**src/x86enc_pkg.sv**
```systemverilog
package x86enc_pkg;

	typedef logic [7:0] byte_t;

	// Operation codes of a request
	localparam logic [4:0] OP_RET     = 5'd0;
	localparam logic [4:0] OP_LDI     = 5'd1;
	localparam logic [4:0] OP_LOAD    = 5'd2;
	localparam logic [4:0] OP_STORE   = 5'd3;
	localparam logic [4:0] OP_ADD     = 5'd4;
	localparam logic [4:0] OP_XOR     = 5'd8;
	localparam logic [4:0] OP_MUL     = 5'd9;
	localparam logic [4:0] OP_ADD_IMM = 5'd10;
	localparam logic [4:0] OP_XOR_IMM = 5'd14;
	localparam logic [4:0] OP_NEG     = 5'd15;
	localparam logic [4:0] OP_NOT     = 5'd16;
	localparam logic [4:0] OP_MOVE    = 5'd17;

	localparam int MaxBytes = 7;

	// Encoded instruction handed to the byte serializer
	typedef struct packed {
		logic [MaxBytes-1:0][7:0] bytes;
		logic [2:0]               last_idx;
	} code_t;

endpackage

```
**src/x86enc_if.sv**
```systemverilog
interface x86enc_req_if;
	logic               valid;
	logic               ready;
	logic [4:0]         opcode;
	logic [2:0]         reg_a;
	logic [2:0]         reg_b;
	logic [2:0]         reg_out;
	logic signed [31:0] immediate;

	modport source (output valid, opcode, reg_a, reg_b, reg_out, immediate, input ready);
	modport sink (input valid, opcode, reg_a, reg_b, reg_out, immediate, output ready);
endinterface

interface x86enc_byte_if;
	logic       valid;
	logic       ready;
	logic [7:0] code_byte;
	logic       last_byte;

	modport source (output valid, code_byte, last_byte, input ready);
	modport sink (input valid, code_byte, last_byte, output ready);
endinterface

```
**src/x86enc_ser.sv**
```systemverilog
module x86enc_ser
	import x86enc_pkg::*;
(
	input  logic                 clk,
	input  logic                 arst_n,
	input  logic                 in_valid,
	output logic                 in_ready,
	input  code_t                in_code,
	x86enc_byte_if.source        code
);

	logic                      busy_q;
	logic [2:0]                idx_q;
	logic [2:0]                last_q;
	logic [MaxBytes-1:0][7:0]  bytes_q;
	logic                      at_last;
	logic                      load;

	assign at_last  = (idx_q == last_q);
	// Take the next instruction while the final byte of this one leaves
	assign in_ready = !busy_q || (code.ready && at_last);
	assign load     = in_valid && in_ready;

	always_ff @(posedge clk or negedge arst_n) begin
		if (!arst_n) begin
			busy_q <= 1'b0;
			idx_q  <= '0;
		end else if (load) begin
			busy_q <= 1'b1;
			idx_q  <= '0;
		end else if (busy_q && code.ready) begin
			if (at_last) begin
				busy_q <= 1'b0;
			end else begin
				idx_q <= idx_q + 3'd1;
			end
		end
	end

	always_ff @(posedge clk) begin
		if (load) begin
			bytes_q <= in_code.bytes;
			last_q  <= in_code.last_idx;
		end
	end

	assign code.valid     = busy_q;
	assign code.code_byte = bytes_q[idx_q];
	assign code.last_byte = at_last;

`ifndef SYNTHESIS
	a_idx_in_range: assert property (@(posedge clk) disable iff (!arst_n)
		busy_q |-> idx_q <= last_q)
		else $error("byte index past last byte");

	a_stall_holds: assert property (@(posedge clk) disable iff (!arst_n)
		busy_q && !code.ready |=> busy_q && $stable(idx_q))
		else $error("byte index moved during stall");

	a_drain: assert property (@(posedge clk) disable iff (!arst_n)
		busy_q && code.ready && at_last && !in_valid |=> !busy_q)
		else $error("serializer still busy after last byte");

	a_load_start: assert property (@(posedge clk) disable iff (!arst_n)
		load |=> busy_q && idx_q == 3'd0)
		else $error("new instruction does not start at byte zero");
`endif

endmodule

```
**src/x86_32_instruction_encoder.sv**
```systemverilog
// x86-32 instruction encoder.
//
// Channel req (sink): one instruction request per handshake, with opcode,
// reg_a, reg_b, reg_out and a signed 32-bit immediate or displacement.
// Channel code (source): the machine code of each request, one byte per
// handshake in memory order, last_byte high on the final byte.
// Requests with an unused opcode (18..31) produce no bytes and vanish.
//
// Pipeline: input register, decode stage, byte assembly stage, then a
// byte serializer. A request's first byte is offered once it has passed these
// stages into the serializer. Throughput is set by the serializer's single
// output port: one byte per cycle while the receiver is ready. A request
// has 1 to 7 bytes, and the next request's bytes follow with no gap. Up to
// three requests wait in the stages behind the serializer.
//
// Reset clears all valid bits; no bytes are offered afterward until a
// request arrives. When the receiver stalls, the current byte holds and the
// stages fill up behind it, then req.ready drops; nothing is lost or repeated.
module x86_32_instruction_encoder
	import x86enc_pkg::*;
(
	input  logic          clk,
	input  logic          arst_n,
	x86enc_req_if.sink    req,
	x86enc_byte_if.source code
);

	typedef enum logic [2:0] {
		K_RET,
		K_LDI,
		K_MEM,
		K_RR,
		K_MUL,
		K_IMM,
		K_UNARY,
		K_MOV
	} kind_t;

	typedef struct packed {
		kind_t       kind;
		logic [2:0]  alu;
		logic        store;
		logic        neg;
		logic        fits;
		logic        zero;
		logic [2:0]  ra;
		logic [2:0]  rb;
		logic [2:0]  ro;
		logic [31:0] imm;
	} dec_t;

	function automatic byte_t rr_code(input logic [2:0] k);
		case (k)
			3'd0:    rr_code = 8'h01;
			3'd1:    rr_code = 8'h29;
			3'd2:    rr_code = 8'h21;
			3'd3:    rr_code = 8'h09;
			3'd4:    rr_code = 8'h31;
			default: rr_code = 8'h00;
		endcase
	endfunction

	function automatic byte_t imm_ext_code(input logic [2:0] k);
		case (k)
			3'd0:    imm_ext_code = 8'hc0;
			3'd1:    imm_ext_code = 8'he8;
			3'd2:    imm_ext_code = 8'he0;
			3'd3:    imm_ext_code = 8'hc8;
			3'd4:    imm_ext_code = 8'hf0;
			default: imm_ext_code = 8'h00;
		endcase
	endfunction

	function automatic byte_t imm_eax_code(input logic [2:0] k);
		case (k)
			3'd0:    imm_eax_code = 8'h05;
			3'd1:    imm_eax_code = 8'h2d;
			3'd2:    imm_eax_code = 8'h25;
			3'd3:    imm_eax_code = 8'h0d;
			3'd4:    imm_eax_code = 8'h35;
			default: imm_eax_code = 8'h00;
		endcase
	endfunction

	// ---------------- stage 1: request register ----------------
	logic        valid_s1;
	logic [4:0]  op_s1;
	logic [2:0]  ra_s1, rb_s1, ro_s1;
	logic [31:0] imm_s1;

	// ---------------- stage 2: decoded request ----------------
	logic        valid_s2;
	dec_t        dec_s2;
	dec_t        dec_nxt;
	logic        known_op;

	// ---------------- stage 3: assembled bytes ----------------
	logic        valid_s3;
	code_t       code_s3;
	code_t       code_nxt;

	logic        ser_ready;
	logic        rdy1, rdy2, rdy3;

	// Advance a stage when it is empty or its content moves on
	assign rdy3      = !valid_s3 || ser_ready;
	assign rdy2      = !valid_s2 || rdy3;
	assign rdy1      = !valid_s1 || rdy2;
	assign req.ready = rdy1;

	always_ff @(posedge clk or negedge arst_n) begin
		if (!arst_n) begin
			valid_s1 <= 1'b0;
			valid_s2 <= 1'b0;
			valid_s3 <= 1'b0;
		end else begin
			if (rdy1) begin
				valid_s1 <= req.valid;
			end
			// Drop requests with an unused opcode here
			if (rdy2) begin
				valid_s2 <= valid_s1 && known_op;
			end
			if (rdy3) begin
				valid_s3 <= valid_s2;
			end
		end
	end

	always_ff @(posedge clk) begin
		if (rdy1 && req.valid) begin
			op_s1  <= req.opcode;
			ra_s1  <= req.reg_a;
			rb_s1  <= req.reg_b;
			ro_s1  <= req.reg_out;
			imm_s1 <= req.immediate;
		end
		if (rdy2 && valid_s1) begin
			dec_s2 <= dec_nxt;
		end
		if (rdy3 && valid_s2) begin
			code_s3 <= code_nxt;
		end
	end

	// Decode: classify the operation and range-test the immediate
	always_comb begin
		known_op      = 1'b1;
		dec_nxt       = '0;
		dec_nxt.kind  = K_RET;
		dec_nxt.ra    = ra_s1;
		dec_nxt.rb    = rb_s1;
		dec_nxt.ro    = ro_s1;
		dec_nxt.imm   = imm_s1;
		dec_nxt.store = (op_s1 == OP_STORE);
		dec_nxt.neg   = (op_s1 == OP_NEG);
		// Signed -128..127: bits 31..7 all equal
		dec_nxt.fits  = (&imm_s1[31:7]) || !(|imm_s1[31:7]);
		dec_nxt.zero  = (imm_s1 == 32'd0);
		case (op_s1) inside
			OP_RET:               dec_nxt.kind = K_RET;
			OP_LDI:               dec_nxt.kind = K_LDI;
			OP_LOAD, OP_STORE:    dec_nxt.kind = K_MEM;
			[OP_ADD:OP_XOR]: begin
				dec_nxt.kind = K_RR;
				dec_nxt.alu  = 3'(op_s1 - OP_ADD);
			end
			OP_MUL:               dec_nxt.kind = K_MUL;
			[OP_ADD_IMM:OP_XOR_IMM]: begin
				dec_nxt.kind = K_IMM;
				dec_nxt.alu  = 3'(op_s1 - OP_ADD_IMM);
			end
			OP_NEG, OP_NOT:       dec_nxt.kind = K_UNARY;
			OP_MOVE:              dec_nxt.kind = K_MOV;
			default:              known_op = 1'b0;
		endcase
	end

	// Assemble the byte image of the decoded request
	logic       with_disp;
	logic [2:0] dpos;
	logic [1:0] mod_bits;
	logic [2:0] mem_reg;

	always_comb begin
		code_nxt  = '0;
		with_disp = !dec_s2.zero || (dec_s2.ra == 3'd5);
		dpos      = (dec_s2.ra == 3'd4) ? 3'd3 : 3'd2;
		mod_bits  = !with_disp ? 2'b00 : (dec_s2.fits ? 2'b01 : 2'b10);
		mem_reg   = dec_s2.store ? dec_s2.rb : dec_s2.ro;
		case (dec_s2.kind)
			K_RET: begin
				code_nxt.bytes[0] = 8'hc3;
				code_nxt.last_idx = 3'd0;
			end
			K_LDI: begin
				code_nxt.bytes[0] = 8'hb8 | {5'd0, dec_s2.ro};
				for (int i = 0; i < 4; i++) begin
					code_nxt.bytes[i+1] = dec_s2.imm[8*i +: 8];
				end
				code_nxt.last_idx = 3'd4;
			end
			K_MEM: begin
				code_nxt.bytes[0] = dec_s2.store ? 8'h89 : 8'h8b;
				code_nxt.bytes[1] = {mod_bits, mem_reg, dec_s2.ra};
				// esp base needs the SIB byte
				if (dec_s2.ra == 3'd4) begin
					code_nxt.bytes[2] = 8'h24;
				end
				if (!with_disp) begin
					code_nxt.last_idx = dpos - 3'd1;
				end else if (dec_s2.fits) begin
					code_nxt.bytes[dpos] = dec_s2.imm[7:0];
					code_nxt.last_idx    = dpos;
				end else begin
					for (int i = 0; i < 4; i++) begin
						code_nxt.bytes[dpos + 3'(i)] = dec_s2.imm[8*i +: 8];
					end
					code_nxt.last_idx = dpos + 3'd3;
				end
			end
			K_RR: begin
				code_nxt.bytes[0] = rr_code(dec_s2.alu);
				code_nxt.bytes[1] = {2'b11, dec_s2.rb, dec_s2.ra};
				code_nxt.last_idx = 3'd1;
			end
			K_MUL: begin
				code_nxt.bytes[0] = 8'h0f;
				code_nxt.bytes[1] = 8'haf;
				code_nxt.bytes[2] = {2'b11, dec_s2.ra, dec_s2.rb};
				code_nxt.last_idx = 3'd2;
			end
			K_IMM: begin
				if (dec_s2.ra == 3'd0) begin
					// eax short form always carries imm32
					code_nxt.bytes[0] = imm_eax_code(dec_s2.alu);
					for (int i = 0; i < 4; i++) begin
						code_nxt.bytes[i+1] = dec_s2.imm[8*i +: 8];
					end
					code_nxt.last_idx = 3'd4;
				end else begin
					code_nxt.bytes[0] = dec_s2.fits ? 8'h83 : 8'h81;
					code_nxt.bytes[1] = imm_ext_code(dec_s2.alu) | {5'd0, dec_s2.ra};
					if (dec_s2.fits) begin
						code_nxt.bytes[2] = dec_s2.imm[7:0];
						code_nxt.last_idx = 3'd2;
					end else begin
						for (int i = 0; i < 4; i++) begin
							code_nxt.bytes[i+2] = dec_s2.imm[8*i +: 8];
						end
						code_nxt.last_idx = 3'd5;
					end
				end
			end
			K_UNARY: begin
				code_nxt.bytes[0] = 8'hf7;
				code_nxt.bytes[1] = (dec_s2.neg ? 8'hd8 : 8'hd0) | {5'd0, dec_s2.ra};
				code_nxt.last_idx = 3'd1;
			end
			K_MOV: begin
				code_nxt.bytes[0] = 8'h89;
				code_nxt.bytes[1] = {2'b11, dec_s2.ra, dec_s2.ro};
				code_nxt.last_idx = 3'd1;
			end
			default: begin
				code_nxt.last_idx = 3'd0;
			end
		endcase
	end

	// Hand assembled instructions to the serializer, one byte per cycle out while the receiver is ready
	x86enc_ser u_ser (
		.clk      (clk),
		.arst_n   (arst_n),
		.in_valid (valid_s3),
		.in_ready (ser_ready),
		.in_code  (code_s3),
		.code     (code)
	);

endmodule
```
**src/flat_wrapper.sv**
```systemverilog
// flat-port wrapper written by rule: the top's interface ports become plain ports
module x86_32_instruction_encoder_flat import x86enc_pkg::*;
  (clk, arst_n, req_valid, req_opcode, req_reg_a, req_reg_b, req_reg_out, req_immediate, req_ready, code_valid, code_code_byte, code_last_byte, code_ready);
  x86enc_req_if req_i ();
  x86enc_byte_if code_i ();
  input  logic clk;
  input  logic arst_n;
  input wire logic [$bits(req_i.valid)-1:0] req_valid;
  input wire logic [$bits(req_i.opcode)-1:0] req_opcode;
  input wire logic [$bits(req_i.reg_a)-1:0] req_reg_a;
  input wire logic [$bits(req_i.reg_b)-1:0] req_reg_b;
  input wire logic [$bits(req_i.reg_out)-1:0] req_reg_out;
  input wire logic [$bits(req_i.immediate)-1:0] req_immediate;
  output wire logic [$bits(req_i.ready)-1:0] req_ready;
  output wire logic [$bits(code_i.valid)-1:0] code_valid;
  output wire logic [$bits(code_i.code_byte)-1:0] code_code_byte;
  output wire logic [$bits(code_i.last_byte)-1:0] code_last_byte;
  input wire logic [$bits(code_i.ready)-1:0] code_ready;
  assign req_i.valid = req_valid;
  assign req_i.opcode = req_opcode;
  assign req_i.reg_a = req_reg_a;
  assign req_i.reg_b = req_reg_b;
  assign req_i.reg_out = req_reg_out;
  assign req_i.immediate = req_immediate;
  assign req_ready = req_i.ready;
  assign code_valid = code_i.valid;
  assign code_code_byte = code_i.code_byte;
  assign code_last_byte = code_i.last_byte;
  assign code_i.ready = code_ready;
  x86_32_instruction_encoder u_core (.clk(clk), .arst_n(arst_n), .req(req_i), .code(code_i));
endmodule
```
**config.mk**
```make
export PLATFORM = sky130hd
export DESIGN_NAME = x86_32_instruction_encoder_flat
export DESIGN_NICKNAME = d
export VERILOG_FILES = /design/src/x86enc_pkg.sv /design/src/x86enc_if.sv /design/src/x86enc_ser.sv /design/src/x86_32_instruction_encoder.sv /design/src/flat_wrapper.sv
export SDC_FILE = /design/constraint.sdc
export NUM_CORES = 1
export LEC_CHECK = 0
export BUFFER_PORTS_ARGS = -buffer_cell sky130_fd_sc_hd__buf_4
export CAP_MARGIN = 20
export CORE_MARGIN = 2
export CORE_UTILIZATION = 23
export DETAILED_ROUTE_END_ITERATION = 10
export GPL_ROUTABILITY_DRIVEN = 0
export SETUP_SLACK_MARGIN = 0.15
export SYNTH_ARGS = -nofsm -noshare
export SYNTH_HDL_FRONTEND = slang
export SYNTH_SLANG_ARGS = --single-unit
```
**constraint.sdc**
```tcl
create_clock -name clk -period 8.45 [get_ports clk]
set_clock_uncertainty 0.1 [all_clocks]
set_input_delay 1.69 -clock clk [delete_from_list [all_inputs] [get_ports clk]]
set_output_delay 1.69 -clock clk [all_outputs]
set_load 0.02 [all_outputs]
```
* Word-level counts from Yosys, hierarchy flattened
Index checks and enable logic that the tools add are counted.
** Word-level totals
- Input port bits :: 50
- Word-level logic and storage cells :: 188
- Register bits :: 222
- Output and inout bits :: 11
** Cells by class
- $lt $le $gt $ge :: 13
- Multiplexer cells :: 64
- Bitwise logic cells :: 2
- Eq/ne operators :: 22
- Add/sub/neg operators :: 7
- Reduce and logical (&&, ||, !) cells :: 42
** Operators with widths (number)
- bitwise mux 56 bit :: 4
- demux 8 bit (select 3 bit) :: 4
- one-hot mux 11 bit (8 select lines) :: 1
- two-way mux 8 bit :: 9
- one-hot mux 6 bit (5 select lines) :: 2
- two-way mux 59 bit :: 1
- one-hot mux 8 bit (7 select lines) :: 1
- two-way mux 48 bit :: 1
- one-hot mux 16 bit (3 select lines) :: 1
- two-way mux 43 bit :: 1
- one-hot mux 8 bit (5 select lines) :: 1
- two-way mux 3 bit :: 13
- logical NOT 32 bit :: 1
- one-hot mux 8 bit (4 select lines) :: 1
- AND reduction 25 bit :: 1
- OR reduction 25 bit :: 1
- binary-select mux 8 bit (select 3 bit) :: 1
- two-way mux 24 bit :: 1
- == test 3 bit, second input constant :: 7
- < comparator 3 x 4 -> 1 bit, second input constant :: 5
- OR 8 x 3 -> 8 bit :: 2
- one-hot mux 8 bit (2 select lines) :: 1
- logical AND 1 bit :: 13
- two-way mux 1 bit :: 13
- other kinds (29) :: 64

* Depth between registers and ports, before layout
- Depth in word-level cells :: 13
- Depth in mapped cells :: 8
- Mapped depth without buffers :: 6

* By module
From an unflattened synthesis, not the netlist that was laid out.
** Unflattened totals
- Cells, all modules :: 592
- Area, all modules :: 9093.7 µm²
** By module, submodules not included
- x86_32_instruction_encoder :: area each 6588.8 µm², cells an instance 445, sequential area each 4759.6 µm², times used 1
- x86enc_ser :: area each 2504.9 µm², cells an instance 147, sequential area each 1871.8 µm², times used 1

* Worst setup path before layout
OpenSTA, ideal clock, no wires.
- Kind :: input to register
- Start point :: input port code_ready
- End point :: register u_core.u_ser.bytes_q[0] in the netlist's numbering, enable pin
- Required time :: 7.784 ns
- Data arrival time :: 6.191 ns
- Stages on the path :: 2
- Slack :: 1.594 ns
- Setup time :: 0.566 ns
- Buffers on the path :: 0
- Cells stage by stage :: nand4_1 > a21boi_0
** Between the ends
- Longest elaborated chain between the ends :: 3
** Ends and longest elaborated chain
- start: declaration :: RTL line flat_wrapper.sv:18 : input wire logic [$bits(code_i.ready)-1:0] code_ready;
- logical AND 1 bit :: RTL line x86enc_ser.sv:21 : assign in_ready = !busy_q || (code.ready && at_last);
- logical OR 1 bit :: RTL line x86enc_ser.sv:21
- logical AND 1 bit :: RTL line x86enc_ser.sv:22 : assign load = in_valid && in_ready;
- named net u_core.u_ser.load :: RTL line x86enc_ser.sv:17 : logic load;
- end signal: assignment :: RTL line x86enc_ser.sv:42 : bytes_q <= in_code.bytes;
- end: declaration :: RTL line x86enc_ser.sv:15 : logic [MaxBytes-1:0][7:0] bytes_q;
The timed path passes the listed nets, and every way through them passes these cells.
A chain may end at the register's enable or synchronous reset.

* Worst setup path in the final report
- Start point :: register u_core.u_ser.idx_q[0]
- End point :: output port code_code_byte[2]
** Between the ends
- Longest elaborated chain between the ends :: 2
** Ends and longest elaborated chain
- start: declaration :: RTL line x86enc_ser.sv:13 : logic [2:0] idx_q;
- start signal: assignment :: RTL line x86enc_ser.sv:35 : idx_q <= idx_q + 3'd1;
- binary-select mux 8 bit (select 3 bit) :: RTL line x86enc_ser.sv:48 : assign code.code_byte = bytes_q[idx_q];
- two-way mux 8 bit (not written as such) :: RTL line x86enc_ser.sv:48
- end: declaration :: RTL line flat_wrapper.sv:16 : output wire logic [$bits(code_i.code_byte)-1:0] code_code_byte;
Every way passes these cells. The select of a mux whose other input is x is not followed.

==> impl_metrics.yaml <==
drt:
  dr_wl_met3_mm: 1.06
  dr.max_layer_used: "met4"
  routed_wl_mm: 18.5
  drtIter0Drc: 379
  drc: 0
  met2WireLength_mm: 8.77
  vias: 5191
  wl_met1_mm: 8.24
  viasPerCell: 4.36
  drtAntennaViolNets: 0
  drt_pass1_iterations: 5
  wl_per_cell_um: 15.5
global_route:
  grt_pass1_wl_mm: 28.9
  overflow: 0
  antenna_found_initial: 0
  grt_use_total_pct: 8.88
  grt_max_degree: 60
  grt_pass1_vias: 5029
clock_network:
  htreeDepth: 1
  cts_buffer_depth: 3
  postCtsHoldBufs: 0
  clock_latency_ps: 500
  cts_root_buffer: "clkbuf_16"
  clock-sinks: 222
  cts_resized: 0
  cts_made_buffers: 22
  cts_setup_buffers: 0
  cts_tree: "yes"
  clkTransAtPathRegs_ps: 60
worst_setup_path:
  worst_path_max_delay_cell: "dfrtp_1"
  worstReg2RegEnd: "u_core.code_s3[50]"
  worstPathCellList: "nor2b_1 > a21oi_1 > a21oi_1 > buf_4"
  crit_buf_inv: 1
  crit_type: "flop to output port"
  reg2reg_slack_ps: 5390
  endpoint_kind: "output port"
  start_kind: "flop"
  slowest_delay_ps: 950
  critPathTopFamily: "flip-flops"
  r2r_cells: 4
  crit_path_frequent_cell: "a21oi_1"
  worstPathMaxFanout: 20
  worstPathRequired_ps: 6660
  rr_startpoint: "u_core.dec_s2[50]"
  crit_arrival_ps: 2710
die:
  fp.coreArea_um2: 39500
  num_rows: 73
  initial_core_util_pct: 23.2
  ios: 61
  dieArea_um2: 41300
  fp.dieW_um: 203
  fp.dieH_um: 203
worst_hold_path:
  hold_start: "u_core.code_s3[31]"
  hold_end: "u_core.u_ser.bytes_q[28]"
  hold_class: "flop to flop"
  whs_path_depth: 0
run_status:
  outcome: "complete, no violations"
sta:
  final_max_slew_viol_count: 0
  setup_violations: 0
  tightest_slew_ps: 978
  max_clock_freq_mhz: 222
  rsz0062_at_grt: "false"
  max-slew-margin-rel_pct: 34.8
  timing_hold_violations_final: 0
  period_minus_slack_ps: 4500
  timing.final.crit_share_pct: 53.2
  fin_setup_tns_ps: 0
  hold_slack_ps: 315
synth:
  yosys.area.top_type: "edfxtp_1"
  syn_area_um2: 9140
  synth_top_area_share_pct: 70.7
  synth_common_cells: "edfxtp_1 (215), a21oi_1 (42), o21ai_0 (28)"
  synth_area_leaders: "edfxtp_1 (71%), a21oi_1 (2.3%), a22o_1 (2.2%)"
  ys.flop_type: "edfxtp_1"
  synth-async-reset-ratio_pct: 3.15
  synth_warnings: 0
  synth_edf_count: 215
  ys_types: 64
  yosysMostFrequentCell: "edfxtp_1"
  ys_seq_elements: 222
  seq_area_frac_synth_pct: 72.6
  avgSynthCellArea_um2: 15.3
  syn-num-nets: 651
  postSynthCellCount: 596
placed_design:
  hpwlAfterDp_mm: 13.1
  place_area_um2: 10100
  io_buffers: 60
power:
  p_per_area_nw_per_um2: 345
  p_sw_mw: 1.22
  power_frac_clock_pct: 23.8
  p_comb_share_pct: 25.3
  ir_drop_mv: 0.156
  p_int_mw: 2.51
  leakage_nw: 3.69
  sequentialPowerShare_pct: 50.9
  switching_share_pct: 32.8
finish:
  finalInstanceArea_um2: 10800
  antennaDiodeCount: 0
  fin_nets: 709
  area_growth_pct: 18.5
  nFillCells: 4010
  drive_gt1_share_pct: 17.9
job:
  maxCapViolations: 0
==> cells by family after synthesis <==
kind of cell	Yosys count	share of synthesized area, %
adders and majority gates	5	0.685
AOI/OAI and AO/OA	166	12.6
DFF	222	72.6
xor gates and xnor gates	4	0.383
muxes	22	3.52
buffers and inverters	43	2.15
and+or+nand+nor	134	8.11
==> area by class of cell <==
class	count	area (um2)	share of cell area (%)
Sequential cell	222	6630	61.3
Clock buffer	26	566	5.23
Timing Repair Buffer	65	513	4.74
Clock inverter	10	88.8	0.821
Tap cell	525	657	6.07
Multi-Input combinational cell	331	2320	21.5
Inverter	12	45.0	0.416
==> routing by layer <==
layer  vias up  GRT usage (%)
li1       2478              -
met1      2500           12.0
met2       185           14.4
met3        28           1.57
met4         0           2.92
met5         -              0
==> flip-flops by register name, indices dropped and copies added (netlist names), 3 cells and up <==
name / cells
u_core.op_s1: 5
u_core.ro_s1: 3
u_core.ra_s1: 3
u_core.rb_s1: 3
u_core.u_ser.last_q: 3
u_core.imm_s1: 32
u_core.u_ser.bytes_q: 56
u_core.code_s3: 59
u_core.u_ser.idx_q: 3
u_core.dec_s2: 51
==> power groups by stage <==
| stage | registers, mW | clock network [mW] | logic, mW |
|---|---|---|---|
| after floorplan | 1.76 | 0 | 0.733 |
| after global placement | 1.92 | 0 | 0.919 |
| after detailed placement | 1.93 | 0 | 0.928 |
| after CTS | 1.91 | 0.918 | 0.932 |
| after global routing | 1.94 | 0.959 | 1.05 |
| final | 1.90 | 0.889 | 0.945 |
==> through the flow <==
| stage | cells | setup slack [ps] | utilization [%] | total power [mW] |
|---|---|---|---|---|
| floorplan | 596 | 1590 | - | 2.49 |
| global placement | 1153 | 4270 | 25.7 | 2.84 |
| detailed placement | 1153 | 4230 | 25.7 | 2.86 |
| CTS | 1189 | 3870 | 27.3 | 3.76 |
| global route | 1191 | 3720 | 27.4 | 3.95 |
| finish | 1191 | 3950 | 27.4 | 3.73 |
==> how the worst max path moves through the flow <==
| stage | startpoint | end | slack, ps | cells after the start |
|---|---|---|---|---|
| floorplan | code_ready | u_core.u_ser.bytes_q[0] | 1590 | 2 |
| global placement | code_ready | req_ready | 4270 | 4 |
| detailed placement | code_ready | req_ready | 4230 | 4 |
| CTS | u_core.u_ser.idx_q[0] | code_code_byte[2] | 3870 | 4 |
| global route | u_core.u_ser.idx_q[0] | code_code_byte[1] | 3720 | 4 |
| finish | u_core.u_ser.idx_q[0] | code_code_byte[2] | 3950 | 4 |
==> worst register-to-register path: cells and delay by family (launching register included) <==
family / cells / cell delay [ps]
AND/OR/NAND/NOR: 1 / 770
AO/OA/AOI/OAI: 2 / 630
buffers and inverters: 1 / 530
flip-flops: 1 / 910
==> layout by cell type (no fill, tap or decap), drive strengths merged, types with 2 or more instances in the layout <==
cell and count:
edfxtp 215, buf 65, a21oi 43, o21ai 29, nor2 27, clkbuf 26
a22o 23, a21o 21, nand2 20, mux2i 13, and2 12, and3 11
nand3 11, inv 11, nor3 10, nor2b 9, a22oi 9, nor4 9
clkinv 9, mux4 8, nand4 7, nand2b 7, o22ai 7, dfrtp 7
a221o 5, ha 5, xnor2 4, o211ai 4, or3 3, a32oi 3
nor3b 3, a211oi 3, a221oi 2, o221ai 2, a31oi 2, a21boi 2
or4b 2
(Power assumes the default switching activity.)
